### config.mk
export PLATFORM = sky130hd
export DESIGN_NAME = page_allocator_fit_policies
export DESIGN_NICKNAME = d
export VERILOG_FILES = /design/src/hdl/pgalloc_pkg.sv /design/src/hdl/page_allocator_fit_policies.sv
export SDC_FILE = /design/constraint.sdc
export NUM_CORES = 1
export LEC_CHECK = 0
export BUFFER_PORTS_ARGS = -buffer_cell sky130_fd_sc_hd__buf_2
export CAP_MARGIN = 20
export CORE_MARGIN = 5
export CORE_UTILIZATION = 50
export DETAILED_ROUTE_END_ITERATION = 10
export GPL_TIMING_DRIVEN = 0
export PLACE_DENSITY = 0.7
export SLEW_MARGIN = 15
export SYNTH_ARGS = -nofsm -noshare
export SYNTH_HDL_FRONTEND = slang
export SYNTH_SLANG_ARGS = --single-unit
### constraint.sdc
create_clock -name clk -period 6.8 [get_ports clk]
set_input_delay 1.02 -clock clk [delete_from_list [all_inputs] [get_ports clk]]
set_output_delay 1.02 -clock clk [all_outputs]
set_load 0.005 [all_outputs]
### src/hdl/pgalloc_pkg.sv
// Package for the page allocator: payload types, codes and field widths.
`default_nettype none

package pgalloc_pkg;

  // Field widths
  localparam int ACTION_W   = 2;
  localparam int COUNT_W    = 7;
  localparam int OWNER_W    = 8;
  localparam int POLICY_W   = 2;
  localparam int CFG_IDX_W  = 4;
  localparam int CFG_DATA_W = 7;

  // Actions
  localparam logic [ACTION_W-1:0] ACT_CLEAR = 2'd0;
  localparam logic [ACTION_W-1:0] ACT_ALLOC = 2'd1;
  localparam logic [ACTION_W-1:0] ACT_FREE  = 2'd2;

  // Fit policies (any other code behaves as first fit)
  localparam logic [POLICY_W-1:0] FIT_FIRST = 2'd0;
  localparam logic [POLICY_W-1:0] FIT_BEST  = 2'd1;
  localparam logic [POLICY_W-1:0] FIT_WORST = 2'd2;

  // Register indexes
  localparam logic [CFG_IDX_W-1:0] REG_FIT_POLICY   = 4'd0;
  localparam logic [CFG_IDX_W-1:0] REG_ACTIVE_PAGES = 4'd1;

  // Request item
  typedef struct packed {
    logic [ACTION_W-1:0] action;
    logic [COUNT_W-1:0]  request_size;
    logic [OWNER_W-1:0]  owner_job;
  } req_t;

  // Response item
  typedef struct packed {
    logic               success;
    logic [COUNT_W-1:0] free_pages;
  } rsp_t;

endpackage

`default_nettype wire

### src/hdl/page_allocator_fit_policies.sv
// Page allocator with first, best and worst fit over a page table memory.
//
//  channel | dir | handshake          | payload
//  --------+-----+--------------------+-------------------------------------
//  req     | in  | req_valid/req_stall | action, request_size, owner_job
//  rsp     | out | rsp_valid/rsp_stall | success, free_pages
//  cfg     | in  | cfg_wr_en           | cfg_index, cfg_data
//
// Clear writes the whole table, one table write per cycle.
// Allocate, free and unknown actions scan the n active pages and an end
// marker through the table's single read port, then, when an allocation
// succeeds, write request_size pages.
// After reset a clearing pass over the whole table runs before the first item.
// One item at a time; the next is taken while a response waits in rsp.
`default_nettype none

module page_allocator_fit_policies #(
  parameter int MAX_PAGES = 64,
  parameter int JOB_BITS  = 8
) (
  input  wire                                  clk,
  input  wire                                  rst,
  input  wire                                  req_valid,
  output logic                                 req_stall,
  input  pgalloc_pkg::req_t                    req,
  output logic                                 rsp_valid,
  input  wire                                  rsp_stall,
  output pgalloc_pkg::rsp_t                    rsp,
  input  wire                                  cfg_wr_en,
  input  wire  [pgalloc_pkg::CFG_IDX_W-1:0]    cfg_index,
  input  wire  [pgalloc_pkg::CFG_DATA_W-1:0]   cfg_data
);

  localparam int AW = (MAX_PAGES > 1) ? $clog2(MAX_PAGES) : 1;
  localparam int CW = pgalloc_pkg::COUNT_W;
  // Highest usable active count: the register is 7 bits wide
  localparam int NMAX = (MAX_PAGES > 127) ? 127 : MAX_PAGES;

  localparam logic [2:0] S_CLR   = 3'd0;
  localparam logic [2:0] S_IDLE  = 3'd1;
  localparam logic [2:0] S_SCAN  = 3'd2;
  localparam logic [2:0] S_WRITE = 3'd3;
  localparam logic [2:0] S_FIN   = 3'd4;

  // Configuration
  logic [pgalloc_pkg::POLICY_W-1:0] fit_policy;
  logic [CW-1:0]                    active_pages;

  // Sequencer
  logic [2:0]    state, state_next;
  logic [AW-1:0] clr_addr, clr_addr_next;
  logic          clr_reply, clr_reply_next;
  logic [pgalloc_pkg::ACTION_W-1:0] act, act_next;
  logic [CW-1:0] size, size_next;
  logic [JOB_BITS-1:0] job, job_next;
  logic [CW-1:0] n_reg, n_reg_next;
  logic          nofit, nofit_next;
  logic [CW-1:0] ptr, ptr_next;
  logic          issue_done, issue_done_next;
  logic          q_vld, q_vld_next;
  logic [CW-1:0] q_idx, q_idx_next;
  logic [CW-1:0] run_len, run_len_next;
  logic [CW-1:0] run_start, run_start_next;
  logic          have, have_next;
  logic [CW-1:0] pick_start, pick_start_next;
  logic [CW-1:0] pick_len, pick_len_next;
  logic [CW-1:0] cnt_free, cnt_free_next;
  logic [CW-1:0] wptr, wptr_next;
  logic [CW-1:0] wend, wend_next;
  logic          res_ok, res_ok_next;
  logic [CW-1:0] res_free, res_free_next;
  logic          rsp_valid_next;
  pgalloc_pkg::rsp_t rsp_next;

  // Page table: {taken, owner}
  logic [JOB_BITS:0] page_mem [MAX_PAGES];
  logic [JOB_BITS:0] mem_q;
  logic              mem_we;
  logic [AW-1:0]     mem_wa;
  logic [JOB_BITS:0] mem_wd;
  logic [AW-1:0]     mem_ra;

  // Scan datapath signals
  logic          live, taken, match, free_here, first_fit, better, scan_last;
  logic [CW-1:0] start_eff, len_inc, n_now;

  always_ff @(posedge clk) begin
    if (mem_we) begin
      page_mem[mem_wa] <= mem_wd;
    end
    mem_q <= page_mem[mem_ra];
  end

  // Configuration writes
  always_ff @(posedge clk) begin
    if (rst) begin
      fit_policy   <= pgalloc_pkg::FIT_FIRST;
      active_pages <= 7'd64;
    end else if (cfg_wr_en) begin
      case (cfg_index)
        pgalloc_pkg::REG_FIT_POLICY:   fit_policy   <= cfg_data[pgalloc_pkg::POLICY_W-1:0];
        pgalloc_pkg::REG_ACTIVE_PAGES: active_pages <= cfg_data;
        default: ;
      endcase
    end
  end

  // Active count saturated at the table size
  assign n_now = (active_pages > CW'(NMAX)) ? CW'(NMAX) : active_pages;

  // Per-page scan terms for the entry now on the read port
  assign live      = (q_idx != n_reg);
  assign taken     = mem_q[JOB_BITS];
  assign match     = (act == pgalloc_pkg::ACT_FREE) && live && taken &&
                     (mem_q[JOB_BITS-1:0] == job);
  assign free_here = live && !taken;
  assign first_fit = (fit_policy != pgalloc_pkg::FIT_BEST) &&
                     (fit_policy != pgalloc_pkg::FIT_WORST);
  assign start_eff = (run_len == '0) ? q_idx : run_start;
  assign len_inc   = run_len + CW'(1);
  assign better    = !nofit && (run_len >= size) &&
                     (!have || ((fit_policy == pgalloc_pkg::FIT_BEST) ?
                                (run_len < pick_len) : (run_len > pick_len)));
  assign scan_last = q_vld && (q_idx == n_reg);

  assign req_stall = (state != S_IDLE);

  always_comb begin
    state_next      = state;
    clr_addr_next   = clr_addr;
    clr_reply_next  = clr_reply;
    act_next        = act;
    size_next       = size;
    job_next        = job;
    n_reg_next      = n_reg;
    nofit_next      = nofit;
    ptr_next        = ptr;
    issue_done_next = issue_done;
    q_vld_next      = 1'b0;
    q_idx_next      = q_idx;
    run_len_next    = run_len;
    run_start_next  = run_start;
    have_next       = have;
    pick_start_next = pick_start;
    pick_len_next   = pick_len;
    cnt_free_next   = cnt_free;
    wptr_next       = wptr;
    wend_next       = wend;
    res_ok_next     = res_ok;
    res_free_next   = res_free;
    rsp_valid_next  = rsp_valid && rsp_stall;
    rsp_next        = rsp;
    mem_we          = 1'b0;
    mem_wa          = clr_addr;
    mem_wd          = '0;
    mem_ra          = AW'(ptr);

    case (state)
      // Clearing pass over the whole table
      S_CLR: begin
        mem_we        = 1'b1;
        mem_wa        = clr_addr;
        clr_addr_next = clr_addr + AW'(1);
        if (clr_addr == AW'(MAX_PAGES - 1)) begin
          res_ok_next   = 1'b1;
          res_free_next = n_reg;
          state_next    = clr_reply ? S_FIN : S_IDLE;
        end
      end

      S_IDLE: begin
        if (req_valid) begin
          act_next        = req.action;
          size_next       = req.request_size;
          job_next        = JOB_BITS'(req.owner_job);
          n_reg_next      = n_now;
          nofit_next      = (req.request_size == '0) || (req.request_size > n_now);
          ptr_next        = '0;
          issue_done_next = 1'b0;
          run_len_next    = '0;
          run_start_next  = '0;
          have_next       = 1'b0;
          pick_start_next = '0;
          pick_len_next   = '0;
          cnt_free_next   = '0;
          clr_addr_next   = '0;
          clr_reply_next  = 1'b1;
          state_next      = (req.action == pgalloc_pkg::ACT_CLEAR) ? S_CLR : S_SCAN;
        end
      end

      // Read pages 0..n (n is the end marker), processed in the cycle after the read
      S_SCAN: begin
        if (!issue_done) begin
          q_vld_next = 1'b1;
          q_idx_next = ptr;
          if (ptr == n_reg) begin
            issue_done_next = 1'b1;
          end else begin
            ptr_next = ptr + CW'(1);
          end
        end
        if (q_vld) begin
          if (free_here || match) begin
            cnt_free_next = cnt_free + CW'(1);
          end
          // free: release pages of the job
          if (match) begin
            mem_we = 1'b1;
            mem_wa = AW'(q_idx);
            mem_wd = '0;
          end
          // allocate: track holes
          if (act == pgalloc_pkg::ACT_ALLOC) begin
            if (free_here) begin
              run_start_next = start_eff;
              run_len_next   = len_inc;
              if (first_fit && !have && !nofit && (len_inc >= size)) begin
                have_next       = 1'b1;
                pick_start_next = start_eff;
              end
            end else begin
              if (!first_fit && (run_len != '0) && better) begin
                have_next       = 1'b1;
                pick_start_next = run_start;
                pick_len_next   = run_len;
              end
              run_len_next = '0;
            end
          end
        end
        if (scan_last) begin
          case (act)
            pgalloc_pkg::ACT_ALLOC: begin
              res_ok_next   = have_next;
              res_free_next = have_next ? (cnt_free_next - size) : cnt_free_next;
            end
            pgalloc_pkg::ACT_FREE: begin
              res_ok_next   = 1'b1;
              res_free_next = cnt_free_next;
            end
            default: begin
              res_ok_next   = 1'b0;
              res_free_next = cnt_free_next;
            end
          endcase
          wptr_next  = pick_start_next;
          wend_next  = pick_start_next + size - CW'(1);
          state_next = ((act == pgalloc_pkg::ACT_ALLOC) && have_next) ? S_WRITE : S_FIN;
        end
      end

      // Mark the chosen run, one page a cycle
      S_WRITE: begin
        mem_we    = 1'b1;
        mem_wa    = AW'(wptr);
        mem_wd    = {1'b1, job};
        wptr_next = wptr + CW'(1);
        if (wptr == wend) begin
          state_next = S_FIN;
        end
      end

      // Hand the result to the output register once it is free
      S_FIN: begin
        if (!rsp_valid || !rsp_stall) begin
          rsp_valid_next      = 1'b1;
          rsp_next.success    = res_ok;
          rsp_next.free_pages = res_free;
          state_next          = S_IDLE;
        end
      end

      default: state_next = S_IDLE;
    endcase
  end

  // Control registers
  always_ff @(posedge clk) begin
    if (rst) begin
      state      <= S_CLR;
      clr_addr   <= '0;
      clr_reply  <= 1'b0;
      q_vld      <= 1'b0;
      issue_done <= 1'b0;
      have       <= 1'b0;
      rsp_valid  <= 1'b0;
      n_reg      <= '0;
    end else begin
      state      <= state_next;
      clr_addr   <= clr_addr_next;
      clr_reply  <= clr_reply_next;
      q_vld      <= q_vld_next;
      issue_done <= issue_done_next;
      have       <= have_next;
      rsp_valid  <= rsp_valid_next;
      n_reg      <= n_reg_next;
    end
  end

  // Datapath registers
  always_ff @(posedge clk) begin
    act        <= act_next;
    size       <= size_next;
    job        <= job_next;
    nofit      <= nofit_next;
    ptr        <= ptr_next;
    q_idx      <= q_idx_next;
    run_len    <= run_len_next;
    run_start  <= run_start_next;
    pick_start <= pick_start_next;
    pick_len   <= pick_len_next;
    cnt_free   <= cnt_free_next;
    wptr       <= wptr_next;
    wend       <= wend_next;
    res_ok     <= res_ok_next;
    res_free   <= res_free_next;
    rsp        <= rsp_next;
  end

  // The marked run stays inside the active pages
  a_write_in_range: assert property (@(posedge clk) disable iff (rst)
    (state == S_WRITE) |-> (wend < n_reg) && (wptr <= wend))
    else $error("allocation run leaves the active pages");

  // Writing only follows a found hole
  a_write_has_pick: assert property (@(posedge clk) disable iff (rst)
    (state == S_WRITE) |-> have)
    else $error("run written without a chosen hole");

  // Scan pipeline never runs past the end marker
  a_scan_index: assert property (@(posedge clk) disable iff (rst)
    q_vld |-> (q_idx <= n_reg) && (state == S_SCAN))
    else $error("scan index beyond active pages");

  // Free count never exceeds the active count of the item
  a_free_bound: assert property (@(posedge clk) disable iff (rst)
    (state == S_FIN) |-> (res_free <= n_reg))
    else $error("free page count exceeds active pages");

endmodule

`default_nettype wire

-- Yosys cells after proc, flatten, opt, wreduce, memory -nomap -nowiden
Memories as Yosys holds them, arrays and structs flattened. A register that Yosys moved wholly into a read port is not among the register bits.
Index checks and enable logic that the tools add are counted.
- register bits: 127
- bits in writable memories: 576
- input port bits: 33
- output and inout port bits: 10
- logic and storage cells: 201
- memories: 1
- memories (memory ; depth ; bits a word ; read ports ; clocked after Yosys merged registers in ; wr ports ; line ; text):
    page_mem ; 64 ; 9 ; 1 ; 1 ; 1 ; page_allocator_fit_policies.sv:76 ; logic [JOB_BITS:0] page_mem [MAX_PAGES];
- $add $sub $neg: 8
- $lt $le $gt $ge: 6
- eq/ne operators: 29
- mux-type cells: 76
- bitwise gates (word level): 2
- reduce and logical (&&, ||, !) cells: 52
- operator list (kind ; number):
    $mux 7 ; 29
    $pmux 7 s2 ; 8
    $add 7x1->7 const B ; 4
    $ne 2x2->1 const B ; 13
    $pmux 6 s2 ; 2
    $eq 7x7->1 ; 3
    $mux 3 ; 7
    $mux 1 ; 19
    $mux 6 ; 3
    $reduce_and 2->1 ; 9
    $logic_and 1x1->1 ; 15
    $pmux 3 s5 ; 1
    $ge 7x7->1 ; 2
    $gt 7x7->1 ; 2
    $logic_not 7->1 ; 2
    $pmux 1 s2 ; 5
    $reduce_and 5->1 ; 2
    $mux 9 ; 1
    $eq 8x8->1 ; 1
    $reduce_and 4->1 ; 2
    $reduce_bool 2->1 ; 4
    $add 7x7->7 ; 1
    $gt 7x7->1 const B ; 1
    $lt 7x7->1 ; 1
    other kinds (24) ; 36

-- Depth between registers and ports, before layout
Gate-level depths: netlist of the first run.
- depth after elaboration: 14
- gate-level depth with buffers: 20
- depth with buffers taken out: 20

-- Least setup slack after synthesis of the first run
OpenSTA, ideal clock, no wires.
- path type: reg-to-reg
- start point: reg run_len[0]
- end point: reg wend[6] (data pin)
- library setup time: 0.262 ns
- data arrival time: 3.926 ns
- data required time: 6.538 ns
- slack: 2.612 ns
- stages on the path, launching flop included: 21
- path buffers: 0
- period minus slack after synthesis: 4.188 ns
- cells stage by stage: edfxtp_1 -> ha_1 -> nand2_1 -> nor2_1 -> xor2_1 -> ha_1 -> o2111ai_1 -> a21o_1 -> a211oi_1 -> nand3_2 -> o22a_2 -> o221ai_1 -> ha_1 -> inv_1 -> ha_1 -> a21o_1 -> a21oi_1 -> o21bai_1 -> a21oi_1 -> xnor2_1 -> xnor2_1
- elaborated cells between the ends (all ways): 23
- those cells by class: add/sub: 3; order compare: 4; mux: 8; reduce/logical: 8
- RTL lines (item ; line ; text):
    from (decl) ; page_allocator_fit_policies.sv:62 ; logic [CW-1:0] run_len, run_len_next;
    from (signal assigned) ; page_allocator_fit_policies.sv:309 ; run_len <= run_len_next;
    $add 7x1->7 ; page_allocator_fit_policies.sv:120 ; assign len_inc = run_len + CW'(1);
    net len_inc[6] ; page_allocator_fit_policies.sv:85 ; logic [CW-1:0] start_eff, len_inc, n_now;
    $ge 7x7->1 ; page_allocator_fit_policies.sv:218 ; if (first_fit && !have && !nofit && (len_inc >= size)) begin
    $logic_and 1x1->1 ; page_allocator_fit_policies.sv:218 ;
    $mux 7 ; page_allocator_fit_policies.sv:218 ;
    $mux 7 ; page_allocator_fit_policies.sv:215 ; if (free_here) begin
    $mux 7 ; page_allocator_fit_policies.sv:214 ; if (act == pgalloc_pkg::ACT_ALLOC) begin
    $mux 7 ; page_allocator_fit_policies.sv:203 ; if (q_vld) begin
    $mux 7 ; page_allocator_fit_policies.sv:158 ; case (state)
    $add 7x7->7 ; page_allocator_fit_policies.sv:248 ; wend_next = pick_start_next + size - CW'(1);
    $sub 7x1->7 ; page_allocator_fit_policies.sv:248 ;
    to (signal assigned) ; page_allocator_fit_policies.sv:315 ; wend <= wend_next;
    to (decl) ; page_allocator_fit_policies.sv:69 ; logic [CW-1:0] wend, wend_next;
The timed path passes the listed nets, and every way through them passes these cells. The select of a mux whose other input is x is not followed.
A chain may end at the register's enable or synchronous reset.

-- Final worst setup path of the first run
Same ends and word-level chain as after synthesis.

==> results of run 1 <==
[cells in the mapped netlist, types with 16 or more instances]
| cell type | number |
|---|---|
| a21oi_1 | 40 |
| dfxtp_1 | 39 |
| inv_1 | 37 |
| xnor2_1 | 37 |
| nor2_1 | 126 |
| mux2i_1 | 17 |
| o21ai_0 | 19 |
| edfxtp_1 | 673 |
| nand2_1 | 81 |
| and2_1 | 19 |
| ha_1 | 54 |
| xor2_1 | 29 |
| and3_1 | 21 |
| clkbuf_1 | 40 |
| mux4_2 | 189 |
| buf_2 | 16 |
[where the power goes]
part | switching, mW | internal, mW
Clock | 1.64 | 2.31
Sequential | 0.00815 | 4.75
Combinational | 0.0573 | 0.0267
Total | 1.70 | 7.09
[placed cells by master, fill, tap and decap left out, types with 21 or more instances in the layout]
| cell | n |
|---|---|
| clkbuf_1 | 62 |
| and3_1 | 21 |
| dfxtp_1 | 39 |
| clkbuf_16 | 76 |
| mux4_2 | 189 |
| xor2_1 | 29 |
| ha_1 | 54 |
| nand2_1 | 81 |
| xnor2_1 | 37 |
| a21oi_1 | 40 |
| buf_2 | 59 |
| nor2_1 | 126 |
| inv_1 | 37 |
| edfxtp_1 | 673 |
[how the worst max path moves through the flow]
stage               startpoint         endpoint  slack, ps  cells after the start
floorplan           run_len[0]          wend[6]       2610                     20
global placement      state[0]  page_mem[10][7]       1570                      5
detailed placement  run_len[0]          wend[6]       1850                     19
CTS                 run_len[0]          wend[6]       1830                     19
global route        run_len[0]          wend[6]       1450                     19
finish              run_len[0]          wend[6]       1830                     19
[routing by layer]
metal,global-route usage,share of wire
met5,0,0
met4,0.0796,0.037
met3,0.0447,0.081
met2,0.324,0.47
met1,0.292,0.41
[worst reg2reg max path: cells and delay by family (launching register included)]
family          cells  cell delay (ps)
compound gates     10             2270
fa+ha+maj           4             1140
flops               1              480
buf+inv             2              310
simple gates        1              260
xor+xnor            2              250
[cells by family (layout without fill, tap and decap cells)]
| logic type | count (synthesis) | in the layout | synth area share |
|---|---|---|---|
| compound gates | 123 | 123 | 0.0289 |
| xor+xnor | 66 | 66 | 0.0196 |
| fa+ha+maj | 56 | 56 | 0.0242 |
| buf+inv | 106 | 292 | 0.0148 |
| flops | 712 | 712 | 0.711 |
| mux | 207 | 207 | 0.150 |
| other cells | 0 | 2 | 0 |
| simple gates | 321 | 321 | 0.0511 |
[stage by stage]
stage | util | area, sq um | total power, mW
2_1_floorplan | - | 29500 | 4.89
3_3_place_gp | 0.522 | 30700 | 4.93
3_5_place_dp | 0.525 | 30800 | 4.93
4_1_cts | 0.565 | 33200 | 8.86
5_1_grt | 0.565 | 33200 | 9.06
6_report | 0.565 | 33200 | 8.80
[cell type report]
| type | instances | area, sq um | area share |
|---|---|---|---|
| buffer | 67 | 295 | 0.00889 |
| inverter | 39 | 146 | 0.00440 |
| clock buffer | 101 | 2020 | 0.0607 |
| antenna | 2 | 5.00 | 0.000151 |
| tap | 773 | 967 | 0.0291 |
| clock inverter | 36 | 357 | 0.0107 |
| multi-input combinational | 773 | 8110 | 0.244 |
| sequential | 712 | 21000 | 0.632 |
| timing repair buffer | 49 | 350 | 0.0105 |
==> flow_summary.rst, run 1 <==
.. list-table::
   :header-rows: 1

   * - Metric
     - Value
   * - Share of Yosys cell area claimed by the top area cell type
     - 0.685
   * - Hold_buf cts
     - 0
   * - Period Utilization, post-route
     - 0.730
   * - Worst Hold Path EP
     - rsp[6]
   * - Initial cell density of the core
     - 0.502
   * - Largest cells by area after synthesis
     - edfxtp_1, mux4_2, dfxtp_1
   * - Post-Route WL
     - between 60 and 70 mm
   * - Worst hold path stage count
     - 0
   * - Headroom to the max-slew limit
     - 0.267
   * - Hold WC Path Type
     - reg -> reg
   * - Drc violations
     - 0
   * - Setup WS pre-CTS
     - 1850 ps
   * - CP required
     - approximately 7200 ps
   * - Number of buffer cells added on primary ports
     - just over 40
   * - Cell taking the most area after synthesis
     - edfxtp_1
   * - CP Cell Sequence
     - inv_1 > ha_1 > ha_1 > a21boi_0 > o21ai_0 > a21o_1 > a211oi_1 > nand3_2 > o22a_2 > o221ai_1 > ha_1 > inv_1 > ha_1 > a21o_1 > a21oi_1 > o21bai_1 > a21oi_1 > xnor2_1 > xnor2_1
   * - Type of destination of the critical path
     - flip-flop
   * - Sequential element share of the synthesized area
     - 0.711
   * - Root buffer selected by CTS
     - clkbuf_16
   * - Max-capacitance violation count
     - 0
   * - Number of nets in the finished design
     - roughly 1800
   * - Synth Instances
     - ~1600
   * - Synthesized area per cell
     - approximately 19 sq um
   * - Core outline area
     - about 59000 sq um
   * - Clock latency of the later-clocked register in the worst-skew pair
     - approximately 620 ps
   * - Fill cells
     - between 4000 and 5000
   * - Vias per Instance
     - 5.99
   * - Die H
     - 253 um
   * - Clock-pin transition on the worst setup and hold timing paths
     - around 60 ps
   * - Number of top-level pins
     - between 40 and 50
   * - Element type at the critical path start
     - flip-flop
   * - Buf/Inv on CP
     - 2
   * - Violation count after the first detailed-routing iteration
     - ~1600
   * - Die Outline Area
     - between 60000 and 70000 sq um
   * - Worst hold margin
     - ~430 ps
   * - Flip-flop count of the largest register after layout
     - between 500 and 600
   * - Transition at the pin with the smallest max-transition slack
     - 1100 ps
   * - Net count after synthesis
     - between 1500 and 2000
   * - Final HPWL DP
     - roughly 45 mm
   * - Most frequent cell on the critical path
     - ha_1
   * - Achievable frequency
     - 0.201 GHz
   * - Slowest Stage Delay on Critical Path
     - approximately 480 ps
   * - # setup viols final
     - 0
   * - Result of the run
     - completed
   * - Number of gates resized after CTS
     - 0
   * - Destination of the worst register-to-register timing path
     - wend[6]
   * - Yosys reg bits
     - around 710
   * - Number of rows created at floorplan
     - 89
   * - WL/cell
     - roughly 26 um
   * - Worst R2R Start
     - run_len[0]
   * - Max Fanout on Critical Path
     - 9
   * - Cell area after synthesis
     - approximately 30000 sq um
   * - Startpoint-to-endpoint class of the critical path
     - reg -> reg
   * - Max-slew violations
     - 0
   * - CTS tree
     - yes
   * - Post-CTS setup buffers
     - 0
   * - Total number of yosys warnings
     - 0
   * - CTS H-tree depth
     - 3
   * - Cell with the biggest individual delay on the critical path
     - edfxtp_1
   * - Total number of clock tree sinks
     - between 700 and 800
   * - Instance count after placement with tap cells included
     - ~2400
   * - Width of the die
     - approximately 250 um
   * - First-pass GRT wire length
     - approximately 99 mm
   * - Post-layout instance count excluding filler cells
     - ~2600
   * - Synth-to-Final Area Change
     - 12.6%
   * - Asr flop ratio synth
     - 0
   * - Leftover overflow at the end of global routing
     - 0
   * - Unrepaired setup endpoints after global routing
     - no
   * - Routed via count
     - 15300
   * - Layout cell share with drive strength beyond 1
     - 0.215
   * - CTS Buf Count
     - 74
   * - Final worst-path setup slack
     - around 1800 ps
   * - Total negative setup slack
     - 0 ps
   * - Final critical delay including setup and external delays
     - between 4000 and 5000 ps
   * - Worst reg2reg setup slack
     - between 1500 and 2000 ps
   * - Min-Delay Startpoint
     - res_free[6]
   * - Global routing usage summed across all routing layers
     - 0.208
   * - Final ANT Viol Nets
     - 0
   * - CP Data Arrival Time
     - approximately 5300 ps
   * - Count of distinct cell types in the synthesized netlist
     - between 70 and 80
   * - Iteration count of the initial detailed-routing pass
     - 5
   * - Number of enable-type register cells in the synthesized netlist
     - around 670
   * - Maximum number of pins on one net before global-route repair
     - 74
   * - Standby leakage power
     - approximately 9.9 nW
   * - P per Cell Area
     - approximately 260 nW/um^2
   * - Antenna violations before repair
     - 0
   * - Final Hold Fails
     - 0
   * - Largest register by flop count
     - page_mem
   * - Routability congestion estimate
     - around 0.89
   * - Vias in the first global route
     - roughly 15000
   * - Cell family with most CP delay
     - compound AO/OA/AOI/OAI gates
   * - Synth Flop Type
     - edfxtp_1
   * - Largest voltage drop on the vdd net
     - 0.251 mV
   * - Max Clock Skew
     - a little under 30 ps
   * - Buffer depth of the longest clock path
     - 3
   * - Largest registers
     - page_mem: 576 flops, mem_q: 9 flops
   * - Cells on worst reg2reg path
     - 19
Power figures use the tool's default switching activity.
==> run 2: changes to the inputs <==
- ABC_AREA: default -> 1
- clock period: 6.8 -> 5.06 ns (I/O delays scaled with it)
==> flow_summary.rst, run 2 <==
.. list-table::
   :header-rows: 1

   * - Metric
     - Value
   * - Result of the run
     - completed
   * - Transition at the pin with the smallest max-transition slack
     - 1200 ps (+104 ps)
   * - Clock-pin transition on the worst setup and hold timing paths
     - 60 ps (about the same)
   * - Final ANT Viol Nets
     - 0 (unchanged)
   * - Largest cells by area after synthesis
     - edfxtp_1, nor2_1, o21ai_0
   * - Yosys reg bits
     - 712 (unchanged)
   * - CTS tree
     - yes
   * - Met2 usage in global routing
     - 0.413 (+0.0883)
   * - Fraction of synthesized cell area in xor and xnor cells
     - 0.00954 (-0.0100)
   * - CTS H-tree depth
     - 3 (unchanged)
   * - Standby leakage power
     - 12.1 nW (+22%)
   * - Violation count after the first detailed-routing iteration
     - 2900 (+87%)
   * - Vias per Instance
     - 6.14 (+2.6%)
   * - Final Hold Fails
     - 0 (unchanged)
   * - Top cell types by occurrence after synthesis
     - edfxtp_1, nor2_1, o21ai_0
   * - Flip-flop count of the largest register after layout
     - 576 (unchanged)
   * - Diode insertion count for antenna repair
     - 0 (-2)
   * - Share of Yosys cell area claimed by the top area cell type
     - 0.667 (-0.0174)
   * - Synthesized area per cell
     - 11.7 sq um (-37%)
   * - Multiplexer fraction of the synthesized cell area
     - 0.000330 (-0.150)
   * - Largest voltage drop on the vdd net
     - 0.279 mV (+11%)
   * - Asr flop ratio synth
     - 0 (unchanged)
   * - Worst hold path stage count
     - 1 (+1)
   * - Type of destination of the critical path
     - flip-flop
   * - Buffer depth of the longest clock path
     - 3 (unchanged)
   * - Simple logic cell fraction of the synthesized area
     - 0.128 (+0.0771)
   * - Element type at the critical path start
     - flip-flop
   * - Min-Delay Startpoint
     - req[3]
   * - Achievable frequency
     - 0.212 GHz (+5.1%)
   * - Total number of clock tree sinks
     - 712 (unchanged)
   * - Global routing usage summed across all routing layers
     - 0.267 (+0.0589)
   * - Synth-to-Final Area Change
     - 12.9%
   * - Worst hold margin
     - 308 ps (-117 ps)
   * - Leftover overflow at the end of global routing
     - 0 (unchanged)
   * - Clock share of power
     - 0.451 (+0.002)
   * - Max-capacitance violation count
     - 0 (unchanged)
   * - Worst reg2reg setup slack
     - 330 ps (-1500 ps)
   * - # setup viols final
     - 0 (unchanged)
   * - Destination of the worst register-to-register timing path
     - wend[6]
   * - Root buffer selected by CTS
     - clkbuf_16
   * - Die Outline Area
     - 65600 sq um (+2.5%)
   * - Cells on worst reg2reg path
     - 27 (+8)
   * - Initial cell density of the core
     - 0.504 (+0.00162)
   * - Met1 track demand over resource
     - 0.351 (+0.0589)
   * - Clock latency of the later-clocked register in the worst-skew pair
     - 640 ps (+20 ps)
   * - Most repeated cell in the gate-level netlist after synthesis
     - edfxtp_1
   * - Setup WS pre-CTS
     - 206 ps (-1640 ps)
   * - Largest registers
     - page_mem: 576 flops, mem_q: 9 flops
   * - Routed via count
     - 21900 (+44%)
   * - Max Fanout on Critical Path
     - 7 (-2)
   * - Headroom to the max-slew limit
     - 0.197 (-0.0697)
   * - Final HPWL DP
     - 62.5 mm (+38%)
   * - Commonest cells after routing, fill and taps aside
     - edfxtp_1, nor2_1, o21ai_0
   * - Unrepaired setup endpoints after global routing
     - no
   * - Post-Route WL
     - 89.7 mm (+36%)
   * - Number of nets in the finished design
     - 2825 (+57%)
   * - Sequential power share
     - 0.541 (about the same)
   * - Period Utilization, post-route
     - 0.934 (+0.204)
   * - Cell with the biggest individual delay on the critical path
     - edfxtp_1
   * - Total number of yosys warnings
     - 0 (unchanged)
   * - Logic gate share of total power
     - 0.008 (-0.002)
   * - Routability congestion estimate
     - 0.974 (+9.4%)
   * - Net count after synthesis
     - 2685 (+60%)
   * - Antenna violations before repair
     - 1 (+1)
   * - Multi-input gate area
     - 8300 sq um (+2.4%)
   * - Layout cell share with drive strength beyond 1
     - 0.0810 (-0.134)
   * - Maximum number of pins on one net before global-route repair
     - 45 (-39%)
   * - Post-CTS setup buffers
     - 0 (unchanged)
   * - Power Total
     - 11.8 mW (+34%)
   * - Width of the die
     - 256 um (+1.2%)
   * - WL/cell
     - 25.1 um (-2.6%)
   * - Vias in the first global route
     - 21400 (+39%)
   * - Count of distinct cell types in the synthesized netlist
     - 46 (-36%)
   * - Sequential element share of the synthesized area
     - 0.693 (-0.0180)
   * - Largest register by flop count
     - page_mem
   * - Critical path depth in cells
     - 27 (+8)
   * - Drc violations
     - 0 (unchanged)
   * - CP required
     - 5440 ps (-1720 ps)
   * - Sw Ratio
     - 0.200 (+0.00635)
   * - Synth Instances
     - 2596 (+63%)
   * - P per Cell Area
     - 346 nW/um^2 (+31%)
   * - Leading cell type in the layout, fill and taps excluded
     - edfxtp_1
   * - Iteration count of the initial detailed-routing pass
     - 5 (unchanged)
   * - Compound-Gate Fraction of Synth Area
     - 0.110 (+0.0811)
   * - Cell internal pwr
     - 9.46 mW (+33%)
   * - Combinational family with the most area after synthesis
     - simple AND/OR/NAND/NOR gates
   * - CP Data Arrival Time
     - 5110 ps (-220 ps)
   * - Sequential cell area
     - 21000 sq um (unchanged)
   * - Number of top-level pins
     - 43 (unchanged)
   * - Fill cells
     - 4949 (+13%)
   * - Number of buffer cells added on primary ports
     - 42 (+2.4%)
   * - Synth Flop Type
     - edfxtp_1
   * - Core outline area
     - 60100 sq um (+2.3%)
   * - Total negative setup slack
     - 0 ps (unchanged)
   * - Buf/Inv on CP
     - 6 (+4)
   * - Worst R2R Start
     - run_len[1]
   * - Cell family with most CP delay
     - simple AND/OR/NAND/NOR gates
   * - Share of synthesized cell area in full adder, half adder and majority cells
     - 0.0236 (-0.000615)
   * - Startpoint-to-endpoint class of the critical path
     - reg -> reg
   * - Worst Hold Path EP
     - job[3]
   * - Slowest Stage Delay on Critical Path
     - 480 ps (about the same)
   * - Max Clock Skew
     - 27.9 ps (-1.28 ps)
   * - Die H
     - 256 um (+1.2%)
   * - GR Util met3
     - 0.0571 (+0.0124)
   * - CTS Buf Count
     - 71 (-4.1%)
   * - Final worst-path setup slack
     - 332 ps (-1500 ps)
   * - Switching power summed over all nets
     - 2.36 mW (+39%)
   * - Cell taking the most area after synthesis
     - edfxtp_1
   * - Cell area after synthesis
     - 30300 sq um (+2.6%)
   * - Max-slew violations
     - 0 (unchanged)
   * - Hold_buf cts
     - 0 (unchanged)
   * - Number of rows created at floorplan
     - 90 (+1.1%)
   * - Busiest layer in global routing
     - met2
   * - Number of enable-type register cells in the synthesized netlist
     - 673 (unchanged)
   * - Hold WC Path Type
     - in -> reg
   * - First-pass GRT wire length
     - 132 mm (+34%)
   * - Final critical delay including setup and external delays
     - 4730 ps (-239 ps)
run 2: power groups by stage:
| stage | combinational [mW] | sequential (mW) | clock (mW) |
|---|---|---|---|
| 2_1_floorplan | 0.0512 | 6.51 | 0 |
| 3_3_place_gp | 0.0931 | 6.51 | 0 |
| 3_5_place_dp | 0.0962 | 6.52 | 0 |
| 4_1_cts | 0.0970 | 6.39 | 5.36 |
| 5_1_grt | 0.106 | 6.39 | 5.63 |
| 6_report | 0.0999 | 6.39 | 5.33 |
run 2: repair_timing:
item | in CTS | in global routing
gates resized for setup | 0 | 2
setup endpoints to repair | 0 | 1
endpoints found under the hold margin | 0 | 0
run 2: layout make-up:
cell class	count	area share
Multi-Input combinational cell	1602	0.243
Buffer	128	0.0145
Sequential cell	712	0.614
Inverter	154	0.0169
Timing Repair Buffer	67	0.0157
Clock buffer	86	0.0554
Clock inverter	41	0.0126
Tap cell	782	0.0286
run 2: layer usage:
layer / vias to the layer above / share of wire
li1: 9646 / -
met3: 288 / 0.10
met2: 1333 / 0.45
met4: 2 / 0.067
met5: - / 0.00010
met1: 10700 / 0.38
run 2: logic make-up after synthesis:
family          after synthesis
buf+inv                     282
fa+ha+maj                    56
compound gates              581
simple gates                931
xor+xnor                     33
flops                       712
mux                           1
run 2: worst max-delay path by stage:
stage,slack (ps),to,from
after global placement,-310,page_mem[17][6],state[0]
after global routing,80,wend[6],run_len[1]
after CTS,180,wend[6],run_len[1]
after floorplan,1230,wend[6],run_len[0]
after detailed placement,210,wend[6],run_len[1]
final,330,wend[6],run_len[1]
run 2: metrics by stage:
stage,utilization,cell area [sq um],instances
finish,0.569,34200,3572
global route,0.569,34200,3572
CTS,0.567,34100,3560
detailed placement,0.528,31800,3433
global placement,0.523,31500,3420
floorplan,-,30300,2596
run 2: worst reg2reg max path, stage by stage (launching register included):
cell and delay, ps:
edfxtp_1 480, ha_1 250, nand2_1 70, inv_1 70, nand4_1 80, xor2_1 190
inv_1 70, ha_1 310, nand2_1 90, inv_1 40, a21oi_1 160, nand3_1 130
nand2_1 180, a21oi_1 140, nand2_1 190, inv_1 150, o21ai_0 440, ha_1 240
inv_1 70, ha_1 290, nand3_1 80, nand2_1 90, a21oi_1 160, o21bai_1 110
xor2_1 160, nand3b_1 160, nand2_1 70, inv_1 30
==> run 3: changes to the inputs <==
--- a/config.mk
+++ b/config.mk
@@ -7,3 +7,2 @@
 export LEC_CHECK = 0
-export ABC_AREA = 1
 export BUFFER_PORTS_ARGS = -buffer_cell sky130_fd_sc_hd__buf_2
@@ -11,6 +10,6 @@
 export CORE_MARGIN = 5
-export CORE_UTILIZATION = 50
+export CORE_UTILIZATION = 43
 export DETAILED_ROUTE_END_ITERATION = 10
 export GPL_TIMING_DRIVEN = 0
-export PLACE_DENSITY = 0.7
+export PLACE_DENSITY = 0.62
 export SLEW_MARGIN = 15
==> constraint.sdc (replaced) <==
create_clock -name clk -period 5.06 [get_ports clk]
set_input_delay 0.253 -clock clk [delete_from_list [all_inputs] [get_ports clk]]
set_output_delay 0.253 -clock clk [all_outputs]
set_load 0.005 [all_outputs]
==> flow_summary.rst, run 3 (synthesis gave the netlist of run 1 again) <==
.. list-table::
   :header-rows: 1

   * - Metric
     - Value
   * - Result of the run
     - completed
   * - P per Cell Area
     - 354 nW/um^2 (+2.4%)
   * - Clock latency of the later-clocked register in the worst-skew pair
     - 640 ps (about the same)
   * - Die H
     - 272 um (+6.2%)
   * - Width of the die
     - 272 um (+6.2%)
   * - Total negative setup slack
     - 0 ps (unchanged)
   * - Max-slew violations
     - 0 (unchanged)
   * - Leading cell type in the layout, fill and taps excluded
     - edfxtp_1
   * - Startpoint-to-endpoint class of the critical path
     - reg -> reg
   * - Slowest Stage Delay on Critical Path
     - 550 ps (+70 ps)
   * - CTS H-tree depth
     - 3 (unchanged)
   * - Area after DPL
     - 31000 sq um (-2.4%)
   * - Largest voltage drop on the vdd net
     - 0.283 mV (+1.6%)
   * - Number of buffer cells added on primary ports
     - 41 (-2.4%)
   * - Total number of clock tree sinks
     - 712 (unchanged)
   * - Drc violations
     - 0 (unchanged)
   * - CTS tree
     - yes
   * - Number of top-level pins
     - 43 (unchanged)
   * - Worst hold path stage count
     - 3 (+2)
   * - Number of rows created at floorplan
     - 96 (+6.7%)
   * - Initial cell density of the core
     - 0.432 (-0.0718)
   * - Routability congestion estimate
     - 0.905 (-7.1%)
   * - Final ANT Viol Nets
     - 0 (unchanged)
   * - Cell with the biggest individual delay on the critical path
     - nor4_1
   * - Iteration count of the initial detailed-routing pass
     - 5 (unchanged)
   * - Standby leakage power
     - 10.0 nW (-17%)
   * - Largest register by flop count
     - page_mem
   * - Most frequent cell on the critical path
     - xnor2_1
   * - Max-capacitance violation count
     - 0 (unchanged)
   * - Final HPWL DP
     - 48.5 mm (-22%)
   * - Final Cell Area
     - 33800 sq um (-1.2%)
   * - Transition at the pin with the smallest max-transition slack
     - 1010 ps (-189 ps)
   * - Achievable frequency
     - 0.212 GHz (about the same)
   * - Unrepaired setup endpoints after global routing
     - no
   * - Vias in the first global route
     - 15700 (-27%)
   * - Routed via count
     - 15400 (-30%)
   * - Core outline area
     - 68300 sq um (+14%)
   * - Antenna violations before repair
     - 4 (+3)
   * - Largest registers
     - page_mem: 576 flops, mem_q: 9 flops
   * - Flip-flop count of the largest register after layout
     - 576 (unchanged)
   * - CP required
     - 5370 ps (-70 ps)
   * - Max Fanout on Critical Path
     - 7 (unchanged)
   * - First-pass GRT wire length
     - 104 mm (-21%)
   * - Element type at the critical path start
     - flip-flop
   * - Violation count after the first detailed-routing iteration
     - 1432 (-51%)
   * - WL/cell
     - 26.3 um (+4.7%)
   * - Diode insertion count for antenna repair
     - 0 (unchanged)
   * - Buffer depth of the longest clock path
     - 3 (unchanged)
   * - Cells on worst reg2reg path
     - 19 (-30%)
   * - Layout cell share with drive strength beyond 1
     - 0.216 (+0.135)
   * - # setup viols final
     - 0 (unchanged)
   * - Global routing usage summed across all routing layers
     - 0.191 (-0.0751)
   * - Maximum number of pins on one net before global-route repair
     - 65 (+44%)
   * - Headroom to the max-slew limit
     - 0.324 (+0.127)
   * - Number of nets in the finished design
     - 1837 (-35%)
   * - Type of destination of the critical path
     - flip-flop
   * - Final Hold Fails
     - 0 (unchanged)
   * - CTS Buf Count
     - 76 (+7.0%)
   * - Die Outline Area
     - 74000 sq um (+13%)
   * - CP Data Arrival Time
     - 5040 ps (-70 ps)
   * - Commonest cells after routing, fill and taps aside
     - edfxtp_1, mux4_2, nor2_1
   * - Power Total
     - 12.0 mW (+1.2%)
   * - Leftover overflow at the end of global routing
     - 0 (unchanged)
   * - CP Cell Sequence
     - inv_1 > ha_1 > and3_1 > nand4_1 > nor4_1 > o21ba_2 > clkbuf_1 > xnor2_1 > ha_1 > inv_1 > fa_1 > a21o_1 > a21oi_1 > o21bai_1 > a21oi_1 > xnor2_1 > a211oi_1 > xnor2_1 > o21ai_0
   * - Synth-to-Final Area Change
     - 14.4%
   * - Period Utilization, post-route
     - 0.934 (about the same)
   * - Final critical delay including setup and external delays
     - 4730 ps (-1.43 ps)
   * - Max Clock Skew
     - 53.1 ps (+25.2 ps)
   * - Clock-pin transition on the worst setup and hold timing paths
     - 60 ps (about the same)
   * - Post-CTS setup buffers
     - 0 (unchanged)
   * - Post-Route WL
     - 70.7 mm (-21%)
   * - Hold WC Path Type
     - in -> reg
   * - Vias per Instance
     - 5.74 (-6.5%)
   * - Root buffer selected by CTS
     - clkbuf_16
[run 3: stage by stage]
step,hold slack [ps],setup WS (ps),instances,utilization
4_1_cts,27.7,196,2685,0.494
6_report,48.9,334,2689,0.494
2_1_floorplan,352,872,1591,-
3_3_place_gp,408,-825,2514,0.451
3_5_place_dp,412,223,2520,0.454
5_1_grt,71.3,75.0,2689,0.494
[run 3: power breakdown]
part | leakage, nW | switching, mW | total (mW) | internal, mW
clock network | 1.17 | 2.30 | 5.42 | 3.12
logic | 3.28 | 0.0903 | 0.140 | 0.0498
registers | 5.58 | 0.0103 | 6.40 | 6.39
total | 10.0 | 2.40 | 12.0 | 9.56
[run 3: metal layers]
layer | GRT usage | vias to the layer above | routed length [um]
met1 | 0.260 | 8061 | 29000
met5 | 0 | - | 0
li1 | - | 6695 | -
met2 | 0.315 | 555 | 34800
met3 | 0.0372 | 134 | 4480
met4 | 0.0623 | 0 | 2350
[run 3: area by class of cell]
class,count,area (sq um)
Sequential cell,712,21000
Clock inverter,37,419
Multi-Input combinational cell,773,8120
Clock buffer,100,2030
Timing Repair Buffer,79,676
Inverter,39,146
Fill cell,5578,34600
Tap cell,882,1100
Buffer,67,295
[run 3: critical path, delay by kind of cell (launching register included)]
family / cells / cell delay [ps]
xor gates and xnor gates: 3 / 480
DFF: 1 / 390
adders and majority gates: 3 / 870
and+or+nand+nor: 3 / 920
buffers and inverters: 3 / 420
AOI/OAI and AO/OA: 7 / 1380
[run 3: repair_timing]
| item | in CTS | in global routing |
|---|---|---|
| setup endpoints to repair | 0 | 1 |
| endpoints found under the hold margin | 27 | 0 |
| hold buffers | 28 | 0 |
| gates resized for setup | 0 | 2 |
[run 3: path summary, 6_finish.rpt]
| path | from | endpoint | slack [ps] |
|---|---|---|---|
| hold reg to reg | res_free[1] | rsp[1] | 420 |
| setup / recovery | act[0] | res_free[6] | 330 |
| hold / removal | rsp_stall | rsp_valid | 50 |
| setup reg to reg | act[0] | res_free[6] | 330 |
